File: config.mk
export PLATFORM = sky130hd
export DESIGN_NAME = matrix_multiply_4x4
export DESIGN_NICKNAME = d
export VERILOG_FILES = /design/src/design/mm4_pkg.sv /design/src/design/mm4_ram.sv /design/src/design/mm4_front.sv /design/src/design/mm4_queue.sv /design/src/design/mm4_back.sv /design/src/design/matrix_multiply_4x4.sv
export VERILOG_INCLUDE_DIRS = /design/src /design/src/design
export SDC_FILE = /design/constraint.sdc
export NUM_CORES = 2
export LEC_CHECK = 0
export CAP_MARGIN = 15
export CORE_ASPECT_RATIO = 1.5
export CORE_MARGIN = 2
export CORE_UTILIZATION = 48
export DETAILED_ROUTE_END_ITERATION = 10
export DONT_BUFFER_PORTS = 1
export PLACE_DENSITY = 0.6
export RECOVER_POWER = 25
export SLEW_MARGIN = 0
export SYNTH_ARGS = -nofsm -noshare
export SYNTH_HDL_FRONTEND = slang
export SYNTH_SLANG_ARGS = --single-unit
File: constraint.sdc
create_clock -name clk -period 6.8 [get_ports clk]
set_input_delay 1.36 -clock clk [delete_from_list [all_inputs] [get_ports clk]]
set_output_delay 1.36 -clock clk [all_outputs]
set_load 0.005 [all_outputs]
File: src/design/assert_macros.svh
// Assertion helpers shared by the design files.
// Each macro expects clk and rst_n in scope.
`ifndef ASSERT_MACROS_SVH
`define ASSERT_MACROS_SVH

// Condition must hold at every clock edge outside reset
`define ASSERT_ALWAYS(label, cond, msg) \
  label: assert property (@(posedge clk) disable iff (!rst_n) (cond)) else $error(msg);

// Antecedent at one edge implies the consequent at the next
`define ASSERT_NEXT(label, ante, cons, msg) \
  label: assert property (@(posedge clk) disable iff (!rst_n) (ante) |=> (cons)) else $error(msg);

`endif

File: src/design/mm4_pkg.sv
package mm4_pkg;

  // Fixed field widths of the channels
  localparam int IN_W    = 16;
  localparam int VALUE_W = 34;
  localparam int IDX_W   = 4;

  // Defaults for the top-level parameters
  localparam int MATRIX_DIM_DEF = 4;
  localparam int ELEM_WIDTH_DEF = 16;

  // Job queue between front and back: one slot per matrix bank
  localparam int QUEUE_DEPTH = 2;
  localparam int QCNT_W      = $clog2(QUEUE_DEPTH + 1);

  typedef struct packed {
    logic signed [IN_W-1:0] a_value;
    logic signed [IN_W-1:0] b_value;
  } in_beat_t;

  typedef struct packed {
    logic signed [VALUE_W-1:0] element_value;
    logic [IDX_W-1:0]          element_index;
    logic                      last_element;
  } out_beat_t;

  // One loaded matrix pair waiting to be multiplied
  typedef struct packed {
    logic bank;
  } job_t;

  // Queue status seen by front and back
  typedef struct packed {
    logic [QCNT_W-1:0] count;
    job_t              head;
  } q_stat_t;

endpackage

File: src/design/mm4_ram.sv
module mm4_ram #(
  parameter int WIDTH = 16,
  parameter int DEPTH = 32
) (
  input  logic                     clk,
  input  logic                     we,
  input  logic [$clog2(DEPTH)-1:0] waddr,
  input  logic [WIDTH-1:0]         wdata,
  input  logic [$clog2(DEPTH)-1:0] raddr,
  output logic [WIDTH-1:0]         rdata
);

  logic [WIDTH-1:0] mem [DEPTH];

  // One write port, one registered read port
  always_ff @(posedge clk) begin
    if (we) begin
      mem[waddr] <= wdata;
    end
    rdata <= mem[raddr];
  end

endmodule

File: src/design/mm4_front.sv
module mm4_front import mm4_pkg::*; #(
  parameter int MATRIX_DIM = MATRIX_DIM_DEF,
  parameter int ELEM_WIDTH = ELEM_WIDTH_DEF
) (
  input  logic                                        clk,
  input  logic                                        rst_n,
  input  logic                                        start,
  output logic                                        busy,
  input  in_beat_t                                    in_beat,
  input  q_stat_t                                     q_stat,
  input  logic                                        back_active,
  output logic                                        push,
  output job_t                                        push_job,
  output logic                                        wr_en,
  output logic [$clog2(MATRIX_DIM*MATRIX_DIM):0]      wr_addr,
  output logic [ELEM_WIDTH-1:0]                       wr_a,
  output logic [ELEM_WIDTH-1:0]                       wr_b
);

  localparam int CELLS  = MATRIX_DIM * MATRIX_DIM;
  localparam int CELL_W = $clog2(CELLS);

  logic [CELL_W-1:0] count_r, count_nxt;
  logic              bank_r, bank_nxt;
  logic              accept;
  logic              batch_done;

  // Both banks taken: one queued or in work, plus one more
  assign busy = (q_stat.count == QCNT_W'(QUEUE_DEPTH)) ||
                ((q_stat.count == QCNT_W'(1)) && back_active);

  assign accept     = start && !busy;
  assign batch_done = (count_r == CELL_W'(CELLS - 1));

  // Element write into the current bank
  assign wr_en   = accept;
  assign wr_addr = {bank_r, count_r};
  assign wr_a    = ELEM_WIDTH'($unsigned(in_beat.a_value));
  assign wr_b    = ELEM_WIDTH'($unsigned(in_beat.b_value));

  // Hand a full bank to the back end
  assign push          = accept && batch_done;
  assign push_job.bank = bank_r;

  always_comb begin
    count_nxt = count_r;
    bank_nxt  = bank_r;
    if (accept) begin
      if (batch_done) begin
        count_nxt = '0;
        bank_nxt  = !bank_r;
      end else begin
        count_nxt = count_r + CELL_W'(1);
      end
    end
  end

  always_ff @(posedge clk) begin
    if (!rst_n) begin
      count_r <= '0;
      bank_r  <= 1'b0;
    end else begin
      count_r <= count_nxt;
      bank_r  <= bank_nxt;
    end
  end

endmodule

File: src/design/mm4_queue.sv
module mm4_queue import mm4_pkg::*; (
  input  logic    clk,
  input  logic    rst_n,
  input  logic    push,
  input  job_t    push_job,
  input  logic    pop,
  output q_stat_t q_stat
);

  `include "assert_macros.svh"

  job_t              ent_r [QUEUE_DEPTH];
  logic [QCNT_W-1:0] count_r;

  assign q_stat.count = count_r;
  assign q_stat.head  = ent_r[0];

  // Occupancy
  always_ff @(posedge clk) begin
    if (!rst_n) begin
      count_r <= '0;
    end else if (push && !pop) begin
      count_r <= count_r + QCNT_W'(1);
    end else if (pop && !push) begin
      count_r <= count_r - QCNT_W'(1);
    end
  end

  // Two-entry shift queue, head at entry 0
  always_ff @(posedge clk) begin
    unique case ({push, pop})
      2'b10: begin
        if (count_r == '0) begin
          ent_r[0] <= push_job;
        end else begin
          ent_r[1] <= push_job;
        end
      end
      2'b01: begin
        ent_r[0] <= ent_r[1];
      end
      2'b11: begin
        if (count_r == QCNT_W'(1)) begin
          ent_r[0] <= push_job;
        end else begin
          ent_r[0] <= ent_r[1];
          ent_r[1] <= push_job;
        end
      end
      default: begin
      end
    endcase
  end

  `ASSERT_ALWAYS(a_no_overflow, !(push && count_r == QCNT_W'(QUEUE_DEPTH)), "job queue overflow")
  `ASSERT_ALWAYS(a_no_underflow, !(pop && count_r == '0), "job queue underflow")

endmodule

File: src/design/mm4_back.sv
module mm4_back import mm4_pkg::*; #(
  parameter int MATRIX_DIM = MATRIX_DIM_DEF,
  parameter int ELEM_WIDTH = ELEM_WIDTH_DEF
) (
  input  logic                                   clk,
  input  logic                                   rst_n,
  input  q_stat_t                                q_stat,
  output logic                                   pop,
  output logic                                   active,
  output logic [$clog2(MATRIX_DIM*MATRIX_DIM):0] a_raddr,
  output logic [$clog2(MATRIX_DIM*MATRIX_DIM):0] b_raddr,
  input  logic [ELEM_WIDTH-1:0]                  a_rdata,
  input  logic [ELEM_WIDTH-1:0]                  b_rdata,
  output logic                                   out_valid,
  output out_beat_t                              out_beat
);

  `include "assert_macros.svh"

  localparam int CELLS  = MATRIX_DIM * MATRIX_DIM;
  localparam int CELL_W = $clog2(CELLS);
  localparam int DIM_W  = $clog2(MATRIX_DIM);
  localparam int PROD_W = 2 * ELEM_WIDTH;
  localparam logic [DIM_W-1:0] DIM_LAST = DIM_W'(MATRIX_DIM - 1);

  // Issue sequencer
  logic              active_r;
  logic              bank_r;
  logic [DIM_W-1:0]  row_r, col_r, k_r;
  logic              issue_last;

  // Read-data stage and product stage
  logic              s1_valid_r, s1_first_r, s1_last_r;
  logic [CELL_W-1:0] s1_cell_r;
  logic              s2_valid_r, s2_first_r, s2_last_r;
  logic [CELL_W-1:0] s2_cell_r;
  logic signed [PROD_W-1:0]  prod_r, prod_nxt;

  // Accumulator and result register
  logic signed [VALUE_W-1:0] acc_r, acc_nxt;
  logic                      out_valid_r;
  out_beat_t                 out_beat_r;

  assign issue_last = active_r && (row_r == DIM_LAST) && (col_r == DIM_LAST) &&
                      (k_r == DIM_LAST);
  assign pop    = (q_stat.count != '0) && (!active_r || issue_last);
  assign active = active_r;

  // A[row][k] and B[k][col] of the bank in work
  assign a_raddr = {bank_r, CELL_W'(row_r * MATRIX_DIM + k_r)};
  assign b_raddr = {bank_r, CELL_W'(k_r * MATRIX_DIM + col_r)};

  // k innermost, then column, then row
  always_ff @(posedge clk) begin
    if (!rst_n) begin
      active_r <= 1'b0;
      row_r    <= '0;
      col_r    <= '0;
      k_r      <= '0;
    end else if (pop) begin
      active_r <= 1'b1;
      row_r    <= '0;
      col_r    <= '0;
      k_r      <= '0;
    end else if (issue_last) begin
      active_r <= 1'b0;
    end else if (active_r) begin
      if (k_r == DIM_LAST) begin
        k_r <= '0;
        if (col_r == DIM_LAST) begin
          col_r <= '0;
          row_r <= row_r + DIM_W'(1);
        end else begin
          col_r <= col_r + DIM_W'(1);
        end
      end else begin
        k_r <= k_r + DIM_W'(1);
      end
    end
  end

  always_ff @(posedge clk) begin
    if (pop) begin
      bank_r <= q_stat.head.bank;
    end
  end

  // Pipeline valid bits
  always_ff @(posedge clk) begin
    if (!rst_n) begin
      s1_valid_r  <= 1'b0;
      s2_valid_r  <= 1'b0;
      out_valid_r <= 1'b0;
    end else begin
      s1_valid_r  <= active_r;
      s2_valid_r  <= s1_valid_r;
      out_valid_r <= s2_valid_r && s2_last_r;
    end
  end

  // Tags follow the operands down the pipe
  always_ff @(posedge clk) begin
    s1_first_r <= (k_r == '0);
    s1_last_r  <= (k_r == DIM_LAST);
    s1_cell_r  <= CELL_W'(row_r * MATRIX_DIM + col_r);
    s2_first_r <= s1_first_r;
    s2_last_r  <= s1_last_r;
    s2_cell_r  <= s1_cell_r;
    prod_r     <= prod_nxt;
  end

  // Single multiplier
  assign prod_nxt = $signed(a_rdata) * $signed(b_rdata);

  // Accumulate, wrapping at the result width
  assign acc_nxt = (s2_first_r ? '0 : acc_r) + VALUE_W'(prod_r);

  always_ff @(posedge clk) begin
    if (s2_valid_r) begin
      acc_r <= acc_nxt;
    end
    if (s2_valid_r && s2_last_r) begin
      out_beat_r.element_value <= acc_nxt;
      out_beat_r.element_index <= IDX_W'(s2_cell_r);
      out_beat_r.last_element  <= (s2_cell_r == CELL_W'(CELLS - 1));
    end
  end

  assign out_valid = out_valid_r;
  assign out_beat  = out_beat_r;

  `ASSERT_NEXT(a_out_spacing, out_valid_r, !out_valid_r, "results closer than one per dot product")
  `ASSERT_NEXT(a_issue_runs, active_r && !issue_last, active_r, "issue stopped mid batch")

endmodule

File: src/design/matrix_multiply_4x4.sv
// 4x4 matrix multiply, signed Q8.8 operands, exact Q18.16 results.
// Input channel: an element pair (A and B at the same row-major position)
// is taken on a clock edge with start high and busy low. Sixteen beats load
// one matrix pair; beats arrive in row-major order.
// Result channel: after the sixteenth beat, sixteen product elements come
// out in row-major order, each on out_beat for one cycle with out_valid
// high; the final one has last_element set. The receiver cannot stall, so
// every result must be taken in the cycle it is shown.
// Results: the back end reads A[row][k] and B[k][col] from operand RAM,
// multiplies them and accumulates, one element per dot product of MATRIX_DIM
// products (4 by default). A single multiply-accumulate unit does all the
// work, so it limits the sustained input rate; busy holds the sender off.
// Two banks of operand RAM let the next pair load while the previous one is
// multiplied; busy rises once both banks are taken.
// Reset (rst_n low, synchronous) clears the load count, the job queue and
// the pipeline; operand RAM contents are not cleared.
module matrix_multiply_4x4 import mm4_pkg::*; #(
  parameter int MATRIX_DIM = MATRIX_DIM_DEF,
  parameter int ELEM_WIDTH = ELEM_WIDTH_DEF
) (
  input  logic      clk,
  input  logic      rst_n,
  input  logic      start,
  output logic      busy,
  input  in_beat_t  in_beat,
  output logic      out_valid,
  output out_beat_t out_beat
);

  localparam int CELL_W = $clog2(MATRIX_DIM * MATRIX_DIM);
  localparam int ADDR_W = CELL_W + 1;
  localparam int DEPTH  = 2 ** ADDR_W;

  logic              wr_en;
  logic [ADDR_W-1:0] wr_addr;
  logic [ELEM_WIDTH-1:0] wr_a, wr_b;
  logic [ADDR_W-1:0] a_raddr, b_raddr;
  logic [ELEM_WIDTH-1:0] a_rdata, b_rdata;
  logic              push, pop, back_active;
  job_t              push_job;
  q_stat_t           q_stat;

  mm4_front #(
    .MATRIX_DIM (MATRIX_DIM),
    .ELEM_WIDTH (ELEM_WIDTH)
  ) u_front (
    .clk         (clk),
    .rst_n       (rst_n),
    .start       (start),
    .busy        (busy),
    .in_beat     (in_beat),
    .q_stat      (q_stat),
    .back_active (back_active),
    .push        (push),
    .push_job    (push_job),
    .wr_en       (wr_en),
    .wr_addr     (wr_addr),
    .wr_a        (wr_a),
    .wr_b        (wr_b)
  );

  mm4_queue u_queue (
    .clk      (clk),
    .rst_n    (rst_n),
    .push     (push),
    .push_job (push_job),
    .pop      (pop),
    .q_stat   (q_stat)
  );

  // Operand stores, two banks each
  mm4_ram #(
    .WIDTH (ELEM_WIDTH),
    .DEPTH (DEPTH)
  ) u_ram_a (
    .clk   (clk),
    .we    (wr_en),
    .waddr (wr_addr),
    .wdata (wr_a),
    .raddr (a_raddr),
    .rdata (a_rdata)
  );

  mm4_ram #(
    .WIDTH (ELEM_WIDTH),
    .DEPTH (DEPTH)
  ) u_ram_b (
    .clk   (clk),
    .we    (wr_en),
    .waddr (wr_addr),
    .wdata (wr_b),
    .raddr (b_raddr),
    .rdata (b_rdata)
  );

  mm4_back #(
    .MATRIX_DIM (MATRIX_DIM),
    .ELEM_WIDTH (ELEM_WIDTH)
  ) u_back (
    .clk       (clk),
    .rst_n     (rst_n),
    .q_stat    (q_stat),
    .pop       (pop),
    .active    (back_active),
    .a_raddr   (a_raddr),
    .b_raddr   (b_raddr),
    .a_rdata   (a_rdata),
    .b_rdata   (b_rdata),
    .out_valid (out_valid),
    .out_beat  (out_beat)
  );

endmodule

==> results.json <==
{
  "min_period_ns": 6.51,
  "synthTopCellsByArea": "edfxtp_1 (60%), mux4_2 (13%), fa_1 (9.6%)",
  "finalNetCount": 3565,
  "synthCells": 3081,
  "fin_worst_skew_ns": 0.0377,
  "syn_avg_cell_area_um2": 17.9,
  "arrival_ns": 7.13,
  "met2_usage_pct": 43.4,
  "grt_max_degree": 102,
  "drive_above_1_share_pct": 19.4,
  "met3_usage_pct": 3.28,
  "cts_setup_buffers": 0,
  "clk_path_buf_depth": 3,
  "clk_latency_ns": 0.74,
  "detail_route.wl_per_cell_um": 28.1,
  "ys.flop_type": "edfxtp_1",
  "cp.required_ns": 7.41,
  "r2r-end": "u_back.prod_r[31]",
  "synth-seq-cells": 1193,
  "r2r_slack_ns": 0.29,
  "maxCapViolCount": 0,
  "cts_root_buf": "clkbuf_16",
  "buffer_ports.inserted": 0,
  "num_vias": 27000,
  "worst_pin_slew_ns": 1.22,
  "synth-adder-area-share_pct": 12.5,
  "overflow": 0,
  "path_clk_slew_ns": 0.07,
  "area_delta_synth_final_pct": 10.1,
  "synth_top_family_by_area": "multiplexers",
  "numCtsBuffers": 107,
  "relSlewSlack_pct": 18.6,
  "drt_wl_total_mm": 132,
  "final_cell_mix": "edfxtp_1 (1100), mux4_2 (320), inv_1 (312)",
  "cts_resized": 0,
  "holdBufCountCts": 0,
  "start_util_pct": 48.3,
  "remaining_drc_errors": 0,
  "cts_htree_levels": 3,
  "synth.largest_area_cell": "edfxtp_1",
  "hold_violations": 0,
  "drv_slew": 0,
  "outcome": "complete, no violations",
  "hpwl_mm": 86.3,
  "fillers": 9018,
  "grt_usage_pct": 23.0,
  "timing.fmax_ghz": 0.154,
  "synth_nets": 3507,
  "final_common_cell": "edfxtp_1",
  "finalSetupViolations": 0,
  "drtAntennaViolNets": 0,
  "finalCritPeriodShare_pct": 95.8,
  "rsz0062_at_grt": "no",
  "vias_per_cell": 5.76,
  "num_antenna_cells": 0,
  "r2r_cells": 20,
  "cp_max_fo": 16,
  "synth_simple_gate_area_share_pct": 4.35,
  "die_w_um": 281,
  "fp.coreArea_mm2": 0.114,
  "ys_seq_area_share_pct": 63.3,
  "worstReg2RegStart": "u_ram_b.rdata[10]",
  "async_reset_ff_share_pct": 0,
  "grt_pass1_wl_mm": 194,
  "num_rows": 152,
  "path_class": "reg -> reg",
  "die_area_mm2": 0.118,
  "drt_first_pass_iters": 5,
  "muxShareOfSynthArea_pct": 13.8,
  "synth_top_area_share_pct": 59.9,
  "hold_path_end": "u_back.s2_cell_r[3]",
  "synth_xor_area_share_pct": 1.14,
  "yosysWarnings": 0,
  "cts_tree": "yes",
  "cts_sinks": 1193,
  "synth_cell_types": 58,
  "synth_edf_count": 1100,
  "hold_class": "reg -> reg",
  "setup_tns_ns": 0,
  "netlist_area_mm2": 0.0551,
  "busiest_layer": "met2",
  "antenna_found_initial": 1,
  "hp-start": "u_back.s1_cell_r[3]",
  "ioPinCount": 76,
  "gp_congestion": 0.988,
  "synth-compound-area-share_pct": 1.93,
  "holdPathStages": 0,
  "grt_pass1_vias": 29300,
  "grtUsageMet1_pct": 26.7,
  "startpoint_type": "flop",
  "die_h_um": 419,
  "worstSetupEndpointType": "flop",
  "drt-initial-drc-count": 1943
}
==> worst max-delay path, cell delays in order, from the launching register on <==
cell and delay, ns:
dfxtp_1 0.74, nand2_1 0.18, fa_1 0.57, inv_1 0.06, fa_1 0.58, fa_1 0.45
fa_1 0.49, fa_1 0.49, inv_1 0.06, fa_1 0.48, inv_1 0.05, ha_1 0.33
a21o_1 0.19, a21oi_2 0.13, o21bai_1 0.09, a221o_1 0.39, o31a_1 0.28, a211oi_2 0.30
nor3_1 0.11, a211o_1 0.28, xnor2_1 0.13
==> flip-flops by register name, summed over array words and instances, names as in the netlist, 2 cells and up <==
register	flops
u_ram_a.mem	512
u_ram_b.mem	512
u_back.out_beat	39
u_back.acc_r	34
u_back.prod_r	32
u_ram_a.rdata	16
u_ram_b.rdata	16
u_back.s1_cell_r	4
u_back.s2_cell_r	4
u_front.count_r	4
u_back.col_r	2
u_back.k_r	2
u_back.row_r	2
u_queue.count_r	2
u_queue.ent_r	2
==> cell usage after synthesis (7+ instances only) <==
cell type,number
clkbuf_1,89
o21ai_0,20
nor2_1,82
nand2_1,149
o21bai_1,10
ha_1,128
and2_1,135
or3_1,7
nor2b_1,38
nand2b_1,16
xor2_1,15
fa_1,263
xnor2_1,57
nor3_1,9
nand3_1,17
mux4_2,320
buf_2,25
a21o_1,25
mux2_2,33
edfxtp_1,1100
a21oi_1,55
a31oi_1,7
dfxtp_1,93
inv_1,312
==> through the flow <==
step	hold slack [ns]	cells	cell area [µm²]	setup slack [ns]	util, %
floorplan	0.310	3081	55100	0.870	-
global placement	0.316	4493	57300	0.456	50.2
detailed placement	0.318	4493	57300	0.335	50.2
CTS	0.332	4689	60700	0.317	53.2
global route	0.334	4689	60700	0.0213	53.2
finish	0.329	4689	60700	0.287	53.2
==> layer usage <==
| layer | wire (µm) | vias to the layer above |
|---|---|---|
| met2 | 73700 | 641 |
| li1 | - | 11600 |
| met5 | 0 | - |
| met4 | 3600 | 0 |
| met1 | 48900 | 14600 |
| met3 | 5380 | 176 |
==> logic make-up after synthesis <==
family,Yosys count
buffers and inverters,432
DFF,1193
muxes,356
AOI/OAI and AO/OA,160
adders and majority gates,391
and+or+nand+nor,477
xor gates and xnor gates,72
==> cell type report <==
type | count | area, µm² | area share, %
Clock inverter | 51 | 453 | 0.746
Sequential cell | 1193 | 34900 | 57.5
Tap cell | 1463 | 1830 | 3.02
Clock buffer | 145 | 2950 | 4.87
Multi-Input combinational cell | 1456 | 18800 | 31.0
Inverter | 313 | 1170 | 1.94
Timing Repair Buffer | 68 | 548 | 0.903
==> how the worst max path moves through the flow <==
stage                      startpoint                 to  slack (ns)  cells after the start
finish              u_ram_b.rdata[10]  u_back.prod_r[31]        0.29                     20
floorplan           u_ram_a.rdata[15]  u_back.prod_r[31]        0.87                     23
global placement    u_ram_b.rdata[10]  u_back.prod_r[31]        0.46                     20
CTS                 u_ram_b.rdata[10]  u_back.prod_r[31]        0.32                     20
detailed placement   u_ram_a.rdata[8]  u_back.prod_r[31]        0.34                     20
global route        u_ram_b.rdata[10]  u_back.prod_r[31]        0.02                     20
Power is not shown: default switching activity piles up to over one toggle a cycle in this logic, so the estimate is an artifact.
